### src/design/pdc3_pkg.sv
// shared constants, widths, register codes and struct types for the three-form pd controller
// no dependencies; imported by pdc3_calc and pd_controller_three_form_top
package pdc3_pkg;

   localparam int SAMPLE_WIDTH   = 16;
   localparam int FRAC_BITS      = 8;
   localparam int GAIN_WIDTH     = 16;
   localparam int DRIVE_WIDTH    = 32;
   localparam int MODE_WIDTH     = 2;

   localparam int ERR_WIDTH      = SAMPLE_WIDTH + 1;
   localparam int DIFF1_WIDTH    = SAMPLE_WIDTH + 2;
   localparam int STEP_Q_WIDTH   = 13;
   localparam int DIFF2_WIDTH    = (SAMPLE_WIDTH + 3 > STEP_Q_WIDTH + 1) ?
                                   SAMPLE_WIDTH + 3 : STEP_Q_WIDTH + 1;
   localparam int PROD_A_WIDTH   = GAIN_WIDTH + DIFF1_WIDTH;
   localparam int PROD_B_WIDTH   = GAIN_WIDTH + DIFF2_WIDTH;
   localparam int ACC_WIDTH      = PROD_B_WIDTH + 1;
   localparam int SHIFT_WIDTH    = ACC_WIDTH - FRAC_BITS;
   localparam int SUM_WIDTH      = ((SHIFT_WIDTH > DRIVE_WIDTH) ?
                                    SHIFT_WIDTH : DRIVE_WIDTH) + 1;

   localparam int STEP_LIMIT     = 8;
   localparam int DRIVE_LIMIT    = 255;

   localparam int REQ_DATA_WIDTH = ((2 * SAMPLE_WIDTH + 7) / 8) * 8;
   localparam int RSP_DATA_WIDTH = DRIVE_WIDTH;

   localparam int CSR_INDEX_WIDTH = 2;
   localparam int CSR_DATA_WIDTH  = 16;

   localparam logic [CSR_INDEX_WIDTH-1:0] CSR_MODE      = 2'd0;
   localparam logic [CSR_INDEX_WIDTH-1:0] CSR_KP        = 2'd1;
   localparam logic [CSR_INDEX_WIDTH-1:0] CSR_KD_PER_DT = 2'd2;

   localparam logic [MODE_WIDTH-1:0] MODE_POSITIONAL = 2'd0;
   localparam logic [MODE_WIDTH-1:0] MODE_VELOCITY   = 2'd1;
   localparam logic [MODE_WIDTH-1:0] MODE_MEASURE    = 2'd2;

   typedef struct packed {
      logic        [MODE_WIDTH-1:0]   mode;
      logic signed [GAIN_WIDTH-1:0]   kp;
      logic signed [GAIN_WIDTH-1:0]   kd_per_dt;
   } pdc3_cfg_type;

   typedef struct packed {
      logic signed [ERR_WIDTH-1:0]    err_now;
      logic signed [ERR_WIDTH-1:0]    err_prev;
      logic signed [DRIVE_WIDTH-1:0]  out_prev;
      logic signed [SAMPLE_WIDTH-1:0] setpoint_prev;
      logic signed [SAMPLE_WIDTH-1:0] measure_prev;
   } pdc3_hist_type;

endpackage

### src/design/pdc3_calc.sv
// single-pass control law: three forms, gain products, rounding and saturation
// depends on pdc3_pkg
module pdc3_calc
   import pdc3_pkg::*;
(
   input  pdc3_cfg_type                   cfg,
   input  pdc3_hist_type                  hist,
   input  logic signed [SAMPLE_WIDTH-1:0] setpoint,
   input  logic signed [SAMPLE_WIDTH-1:0] measurement,
   output logic signed [ERR_WIDTH-1:0]    err,
   output logic signed [DRIVE_WIDTH-1:0]  drive
);

   localparam logic signed [ERR_WIDTH-1:0] STEP_ROUND = ERR_WIDTH'((1 << FRAC_BITS) - 1);
   localparam logic signed [ERR_WIDTH-1:0] STEP_MAX   = ERR_WIDTH'(STEP_LIMIT);
   localparam logic signed [ERR_WIDTH-1:0] STEP_MIN   = -ERR_WIDTH'(STEP_LIMIT);
   localparam logic signed [ACC_WIDTH-1:0] ACC_ROUND  = ACC_WIDTH'((1 << (2 * FRAC_BITS)) - 1);
   localparam logic signed [ACC_WIDTH-1:0] LIM_MAX    = ACC_WIDTH'(DRIVE_LIMIT);
   localparam logic signed [ACC_WIDTH-1:0] LIM_MIN    = -ACC_WIDTH'(DRIVE_LIMIT);
   localparam logic signed [DRIVE_WIDTH-1:0] DRV_MAX  = {1'b0, {(DRIVE_WIDTH-1){1'b1}}};
   localparam logic signed [DRIVE_WIDTH-1:0] DRV_MIN  = {1'b1, {(DRIVE_WIDTH-1){1'b0}}};

   logic signed [ERR_WIDTH-1:0]    sp_step;
   logic signed [ERR_WIDTH-1:0]    sp_step_int;
   logic signed [ERR_WIDTH-1:0]    sp_step_clamp;
   logic signed [ERR_WIDTH-1:0]    meas_step;
   logic signed [DIFF1_WIDTH-1:0]  diff1;
   logic signed [DIFF2_WIDTH-1:0]  diff2;
   logic signed [DIFF2_WIDTH-1:0]  meas_term;
   logic signed [DIFF1_WIDTH-1:0]  op_a;
   logic signed [DIFF2_WIDTH-1:0]  op_b;
   logic signed [PROD_A_WIDTH-1:0] prod_a;
   logic signed [PROD_B_WIDTH-1:0] prod_b;
   logic signed [ACC_WIDTH-1:0]    acc;
   logic signed [SHIFT_WIDTH-1:0]  acc_floor;
   logic signed [SUM_WIDTH-1:0]    sum_base;
   logic signed [SUM_WIDTH-1:0]    sum;
   logic signed [DRIVE_WIDTH-1:0]  drive_sat;
   logic signed [ACC_WIDTH-1:0]    acc_trunc;
   logic signed [ACC_WIDTH-1:0]    acc_clamp;
   logic signed [DRIVE_WIDTH-1:0]  drive_meas;
   logic                           is_velocity;
   logic                           is_measure;

   assign is_velocity = (cfg.mode == MODE_VELOCITY);
   assign is_measure  = (cfg.mode == MODE_MEASURE);

   assign err   = ERR_WIDTH'(setpoint) - ERR_WIDTH'(measurement);
   assign diff1 = DIFF1_WIDTH'(err) - DIFF1_WIDTH'(hist.err_now);
   assign diff2 = DIFF2_WIDTH'(err) - (DIFF2_WIDTH'(hist.err_now) <<< 1)
                  + DIFF2_WIDTH'(hist.err_prev);

   // setpoint step, truncated toward zero and clamped
   assign sp_step     = ERR_WIDTH'(setpoint) - ERR_WIDTH'(hist.setpoint_prev);
   assign sp_step_int = (sp_step < 0) ? ((sp_step + STEP_ROUND) >>> FRAC_BITS)
                                      : (sp_step >>> FRAC_BITS);
   always_comb begin
      priority if (sp_step_int > STEP_MAX) begin
         sp_step_clamp = STEP_MAX;
      end else if (sp_step_int < STEP_MIN) begin
         sp_step_clamp = STEP_MIN;
      end else begin
         sp_step_clamp = sp_step_int;
      end
   end
   assign meas_step = ERR_WIDTH'(measurement) - ERR_WIDTH'(hist.measure_prev);
   assign meas_term = (DIFF2_WIDTH'(sp_step_clamp) <<< FRAC_BITS) - DIFF2_WIDTH'(meas_step);

   assign op_a = is_velocity ? diff1 : DIFF1_WIDTH'(err);
   always_comb begin
      priority if (is_velocity) begin
         op_b = diff2;
      end else if (is_measure) begin
         op_b = meas_term;
      end else begin
         op_b = DIFF2_WIDTH'(diff1);
      end
   end

   assign prod_a = PROD_A_WIDTH'(cfg.kp) * PROD_A_WIDTH'(op_a);
   assign prod_b = PROD_B_WIDTH'(cfg.kd_per_dt) * PROD_B_WIDTH'(op_b);
   assign acc    = ACC_WIDTH'(prod_a) + ACC_WIDTH'(prod_b);

   // positional and velocity forms: floor to q.8, optional accumulate, saturate
   assign acc_floor = SHIFT_WIDTH'(acc >>> FRAC_BITS);
   assign sum_base  = is_velocity ? SUM_WIDTH'(hist.out_prev) : '0;
   assign sum       = sum_base + SUM_WIDTH'(acc_floor);
   always_comb begin
      priority if (sum > SUM_WIDTH'(DRV_MAX)) begin
         drive_sat = DRV_MAX;
      end else if (sum < SUM_WIDTH'(DRV_MIN)) begin
         drive_sat = DRV_MIN;
      end else begin
         drive_sat = DRIVE_WIDTH'(sum);
      end
   end

   // measurement form: truncate toward zero to an integer, clamp, back to q.8
   assign acc_trunc = (acc < 0) ? ((acc + ACC_ROUND) >>> (2 * FRAC_BITS))
                                : (acc >>> (2 * FRAC_BITS));
   always_comb begin
      priority if (acc_trunc > LIM_MAX) begin
         acc_clamp = LIM_MAX;
      end else if (acc_trunc < LIM_MIN) begin
         acc_clamp = LIM_MIN;
      end else begin
         acc_clamp = acc_trunc;
      end
   end
   assign drive_meas = DRIVE_WIDTH'(acc_clamp) <<< FRAC_BITS;

   assign drive = is_measure ? drive_meas : drive_sat;

endmodule

### src/design/pd_controller_three_form_top.sv
// top level of the three-form pd controller: stream ports, control registers, history
// depends on pdc3_pkg and pdc3_calc
//
// One setpoint/measurement transaction in, one drive transaction out. A transaction can be
// accepted on every clock while the result register is empty or being drained. The input
// register loads it; the drive from one pass through both gain multiplies, the sum and the
// saturation goes into the result register when free. The controller history advances as
// each drive is registered, so back-to-back samples in velocity form see the previous drive
// at once. Mode 3 acts as positional PD. Control registers must be written through the csr
// port, which is always ready, only while idle; the block itself does not enforce this.
module pd_controller_three_form_top
   import pdc3_pkg::*;
(
   input  logic                       clock,
   input  logic                       reset,
   input  logic                       req_tvalid,
   output logic                       req_tready,
   input  logic [REQ_DATA_WIDTH-1:0]  req_tdata,   // setpoint, measurement
   output logic                       rsp_tvalid,
   input  logic                       rsp_tready,
   output logic [RSP_DATA_WIDTH-1:0]  rsp_tdata,   // drive
   input  logic                       csr_valid,
   output logic                       csr_ready,
   input  logic [CSR_INDEX_WIDTH-1:0] csr_index,
   input  logic [CSR_DATA_WIDTH-1:0]  csr_data
);

   logic                           in_valid_ff, in_valid_in;
   logic signed [SAMPLE_WIDTH-1:0] setpoint_ff, setpoint_in;
   logic signed [SAMPLE_WIDTH-1:0] measurement_ff, measurement_in;
   logic                           rsp_valid_ff, rsp_valid_in;
   logic signed [DRIVE_WIDTH-1:0]  drive_ff, drive_in;
   pdc3_hist_type                  hist_ff, hist_in;
   pdc3_cfg_type                   cfg_ff, cfg_in;
   logic signed [ERR_WIDTH-1:0]    err;
   logic signed [DRIVE_WIDTH-1:0]  drive;
   logic                           advance;
   logic                           req_take;

   assign csr_ready  = 1'b1;
   assign advance    = in_valid_ff && (!rsp_valid_ff || rsp_tready);
   assign req_tready = !in_valid_ff || advance;
   assign req_take   = req_tvalid && req_tready;
   assign rsp_tvalid = rsp_valid_ff;
   assign rsp_tdata  = drive_ff;

   pdc3_calc u_calc (
      .cfg         (cfg_ff),
      .hist        (hist_ff),
      .setpoint    (setpoint_ff),
      .measurement (measurement_ff),
      .err         (err),
      .drive       (drive)
   );

   // input register
   always_comb begin
      in_valid_in    = req_take ? 1'b1 : (advance ? 1'b0 : in_valid_ff);
      setpoint_in    = req_take ? req_tdata[SAMPLE_WIDTH-1:0] : setpoint_ff;
      measurement_in = req_take ? req_tdata[2*SAMPLE_WIDTH-1:SAMPLE_WIDTH] : measurement_ff;
   end

   // result register and history
   always_comb begin
      rsp_valid_in = advance ? 1'b1 : ((rsp_valid_ff && rsp_tready) ? 1'b0 : rsp_valid_ff);
      drive_in     = advance ? drive : drive_ff;
      hist_in      = hist_ff;
      if (advance) begin
         hist_in.err_prev      = hist_ff.err_now;
         hist_in.err_now       = err;
         hist_in.out_prev      = drive;
         hist_in.setpoint_prev = setpoint_ff;
         hist_in.measure_prev  = measurement_ff;
      end
   end

   // control registers
   always_comb begin
      cfg_in = cfg_ff;
      if (csr_valid && csr_ready) begin
         unique case (csr_index)
            CSR_MODE:      cfg_in.mode      = csr_data[MODE_WIDTH-1:0];
            CSR_KP:        cfg_in.kp        = csr_data[GAIN_WIDTH-1:0];
            CSR_KD_PER_DT: cfg_in.kd_per_dt = csr_data[GAIN_WIDTH-1:0];
            default:       cfg_in = cfg_ff;
         endcase
      end
   end

   always_ff @(posedge clock) begin
      if (reset) begin
         in_valid_ff  <= 1'b0;
         rsp_valid_ff <= 1'b0;
         hist_ff      <= '0;
         cfg_ff       <= '0;
      end else begin
         in_valid_ff  <= in_valid_in;
         rsp_valid_ff <= rsp_valid_in;
         hist_ff      <= hist_in;
         cfg_ff       <= cfg_in;
      end
   end

   always_ff @(posedge clock) begin
      setpoint_ff    <= setpoint_in;
      measurement_ff <= measurement_in;
      drive_ff       <= drive_in;
   end

endmodule
### config.mk
export PLATFORM = sky130hd
export DESIGN_NAME = pd_controller_three_form_top
export DESIGN_NICKNAME = d
export VERILOG_FILES = /design/src/design/pdc3_pkg.sv /design/src/design/pdc3_calc.sv /design/src/design/pd_controller_three_form_top.sv
export SDC_FILE = /design/constraint.sdc
export NUM_CORES = 2
export LEC_CHECK = 0
export BUFFER_PORTS_ARGS = -buffer_cell sky130_fd_sc_hd__buf_2
export CAP_MARGIN = 20
export CORE_MARGIN = 4
export CORE_UTILIZATION = 65
export DETAILED_ROUTE_END_ITERATION = 12
export PLACE_DENSITY = 0.78
export SETUP_SLACK_MARGIN = 0.3
export SYNTH_ARGS = -nofsm -noshare
export SYNTH_HDL_FRONTEND = slang
export SYNTH_HIERARCHICAL = 1
export SYNTH_SLANG_ARGS = --single-unit
### constraint.sdc
create_clock -name clock -period 31.6 [get_ports clock]
set_input_delay 4.74 -clock clock [delete_from_list [all_inputs] [get_ports clock]]
set_output_delay 4.74 -clock clock [all_outputs]
set_load 0.01 [all_outputs]
==> impl_metrics.json <==
{
  "async_reset_ff_frac": 0,
  "antenna_cells": 0,
  "ys_types": 106,
  "grt_pass1_wl_mm": 162.1,
  "gr-total-overflow": 0,
  "die_h_um": 250.2,
  "fmax_mhz": 55.74,
  "via_per_inst": 5.869,
  "htreeDepth": 4,
  "ctsResizeCount": 0,
  "synthCells": 4374,
  "drt_wl_total_mm": 98.24,
  "critical_path.max_stage_delay_ns": 0.88,
  "start_util": 0.6584,
  "crit_fanout": 24,
  "cts_buffer_depth": 2,
  "power_density_nw_per_um2": 74.06,
  "final_layout_size_suffix_gt1_frac": 0.05460,
  "p_sw_frac": 0.5470,
  "hold_violations": 0,
  "area_delta_synth_final_pct": 4.059,
  "dp_slack_ns": 13.86,
  "crit_required_ns": 32.03,
  "finalNonFillerCells": 5106,
  "ctsHoldBuffers": 0,
  "synthesis.nets": 5405,
  "vdd_drop_max_uv": 73.67,
  "reg2reg_from": "setpoint_ff[0]",
  "ioPinCount": 90,
  "ys_warn_count": 6,
  "fin_crit_ns": 17.94,
  "wl_per_cell_um": 19.24,
  "crit_type": "reg2reg",
  "setup_viol": 0,
  "p_clk_frac": 0.085,
  "synth_enable_flop_cells": 64,
  "whs_endpoint": "hist_ff[69]",
  "start_kind": "register",
  "path_clk_slew_ns": 0.09,
  "reg2regPathDepth": 60,
  "final_core_util": 0.6851,
  "crit_slowest_cell": "o22ai_2",
  "drt_iter0_drc": 2037,
  "worst_slew_pin_slew_ns": 1.121,
  "synth_seq_cells": 198,
  "crit_family": "compound AO/OA/AOI/OAI gates",
  "synth_commonest_cells": "inv_1 (887), fa_1 (693), nand2_1 (549)",
  "slew_headroom": 0.2518,
  "drcViolationCount": 0,
  "die_x_um": 250.2,
  "firstDrtPassIters": 6,
  "globalplace.congestion": 0.9534,
  "status": "finished clean",
  "synth_most_common_cell": "inv_1",
  "hold_path.class": "reg2reg",
  "ys_seq_area_frac": 0.1208,
  "crit_buf_inv": 7,
  "numCtsBuffers": 17,
  "grt_usage": 0.3213,
  "maxSlewViolCount": 0,
  "setup_ws_ns": 13.66,
  "antenna_found_initial": 0,
  "grt_pass1_vias": 31500,
  "rsz0062_at_grt": "false",
  "critPathArrivalTime_ns": 18.37,
  "ant_nets": 0,
  "hpwlAfterDp_mm": 77.52,
  "path_common_cell": "fa_1",
  "ys_top_cells_by_area": "fa_1 (36%), ha_1 (9.3%), inv_1 (8.7%)",
  "p_leak_nw": 19.41,
  "maxCapViolations": 0,
  "synth_top_area_cell": "fa_1",
  "reg2reg_slack_ns": 13.66,
  "clock_sink_count": 198,
  "grt_max_degree": 100,
  "place_inst": 5073,
  "pwr-share-seq": 0.123,
  "portBuffers": 88,
  "combPwrFrac": 0.792,
  "cts_setup_buffers": 0,
  "fillers": 4657,
  "dieArea_um2": 62600,
  "cts_tree": "built",
  "whs_path_depth": 2,
  "finalPower_mw": 2.939,
  "final.setup.tns_ns": 0,
  "fp-row-count": 88,
  "synth_top_area_share": 0.3638,
  "min-delay-start": "hist_ff[86]",
  "finClkSkew_ns": 0.02667,
  "internal_power_mw": 1.331,
  "core-area_um2": 57920,
  "finalHoldWorstSlack_ns": 0.4751,
  "syn_area_per_cell_um2": 8.718,
  "p_sw_mw": 1.607,
  "r2r-end": "hist_ff[36]",
  "finalInstanceArea_um2": 39680,
  "clk_latency_ns": 0.50,
  "syn_area_um2": 38130,
  "vias": 29970,
  "fin_crit_sh": 0.5677,
  "finalNetCount": 5359,
  "cts_root_buffer": "clkbuf_16",
  "place_area_um2": 39020,
  "dominantRegCellSynth": "dfxtp_1",
  "end_kind": "register"
}
==> power groups by stage <==
stage / combinational (mW) / sequential, mW / clock, mW
after floorplan: 1.68 / 0.365 / 0
after global placement: 2.25 / 0.367 / 0
after detailed placement: 2.28 / 0.368 / 0
after CTS: 2.30 / 0.363 / 0.255
after global routing: 2.55 / 0.368 / 0.264
final: 2.33 / 0.363 / 0.249
==> metal layers <==
layer / vias to the layer above / wire [µm] / GRT usage
li1: 13620 / - / -
met1: 14900 / 37620 / 0.4028
met2: 1159 / 48510 / 0.5434
met3: 290 / 6597 / 0.05233
met4: 0 / 5508 / 0.1618
met5: - / 0 / 0
==> registers in the layout, indices dropped and copies added (netlist names) <==
name and flops:
measurement_ff 16, cfg_ff 34, hist_ff 98, setpoint_ff 16, rsp_tvalid 1, in_valid_ff 1, rsp_tdata 32
==> cells in the final DEF, fill, tap and decap left out, types with 16 or more instances in the layout <==
cell type	n
inv_1	887
a21boi_0	16
nor3_1	39
nor2b_1	24
fa_1	693
o21ai_1	46
xnor2_1	76
a31oi_1	22
nand2_1	549
clkbuf_16	17
nor2_1	133
mux2i_1	17
o21ai_0	149
xor2_1	52
a21oi_1	220
nand3_1	126
ha_1	283
a21o_1	42
o21a_1	32
buf_4	44
and3_1	46
dfxtp_1	132
and2_1	233
edfxtp_1	64
a211oi_1	19
o221ai_1	16
nand2b_1	39
buf_2	87
==> final cells by class <==
type	instances	area, µm²	area share
clock buffer	17	425.4	0.01072
clock inverter	15	215.2	0.005424
inverter	888	3333	0.08400
multi-input combinational	3091	29350	0.7398
sequential	198	4609	0.1162
tap	765	957.2	0.02412
timing repair buffer	132	785.8	0.01980
==> cells by family after synthesis <==
group           synth area share
compound gates            0.1112
xor+xnor                 0.02983
fa+ha+maj                 0.4569
buf+inv                   0.1110
flops                     0.1208
mux                     0.006234
other cells           0.00009834
simple gates              0.1640
==> worst register-to-register path: cells and delay by family, from the launching register on <==
| family | cells | cell delay (ns) |
|---|---|---|
| fa+ha+maj | 14 | 6.20 |
| mux | 1 | 0.12 |
| flops | 1 | 0.35 |
| simple gates | 12 | 3.31 |
| xor+xnor | 1 | 0.40 |
| buf+inv | 7 | 0.46 |
| compound gates | 25 | 7.04 |
==> worst max path at each step <==
stage	from	endpoint	slack, ns	depth (start not counted)
after floorplan	setpoint_ff[0]	hist_ff[36]	16.20	63
after global placement	setpoint_ff[1]	hist_ff[36]	14.21	60
after detailed placement	setpoint_ff[0]	hist_ff[36]	13.86	61
after CTS	setpoint_ff[0]	hist_ff[53]	13.80	61
after global routing	setpoint_ff[1]	hist_ff[53]	12.37	60
final	setpoint_ff[0]	hist_ff[36]	13.66	60
Power figures use the tool's default switching activity.
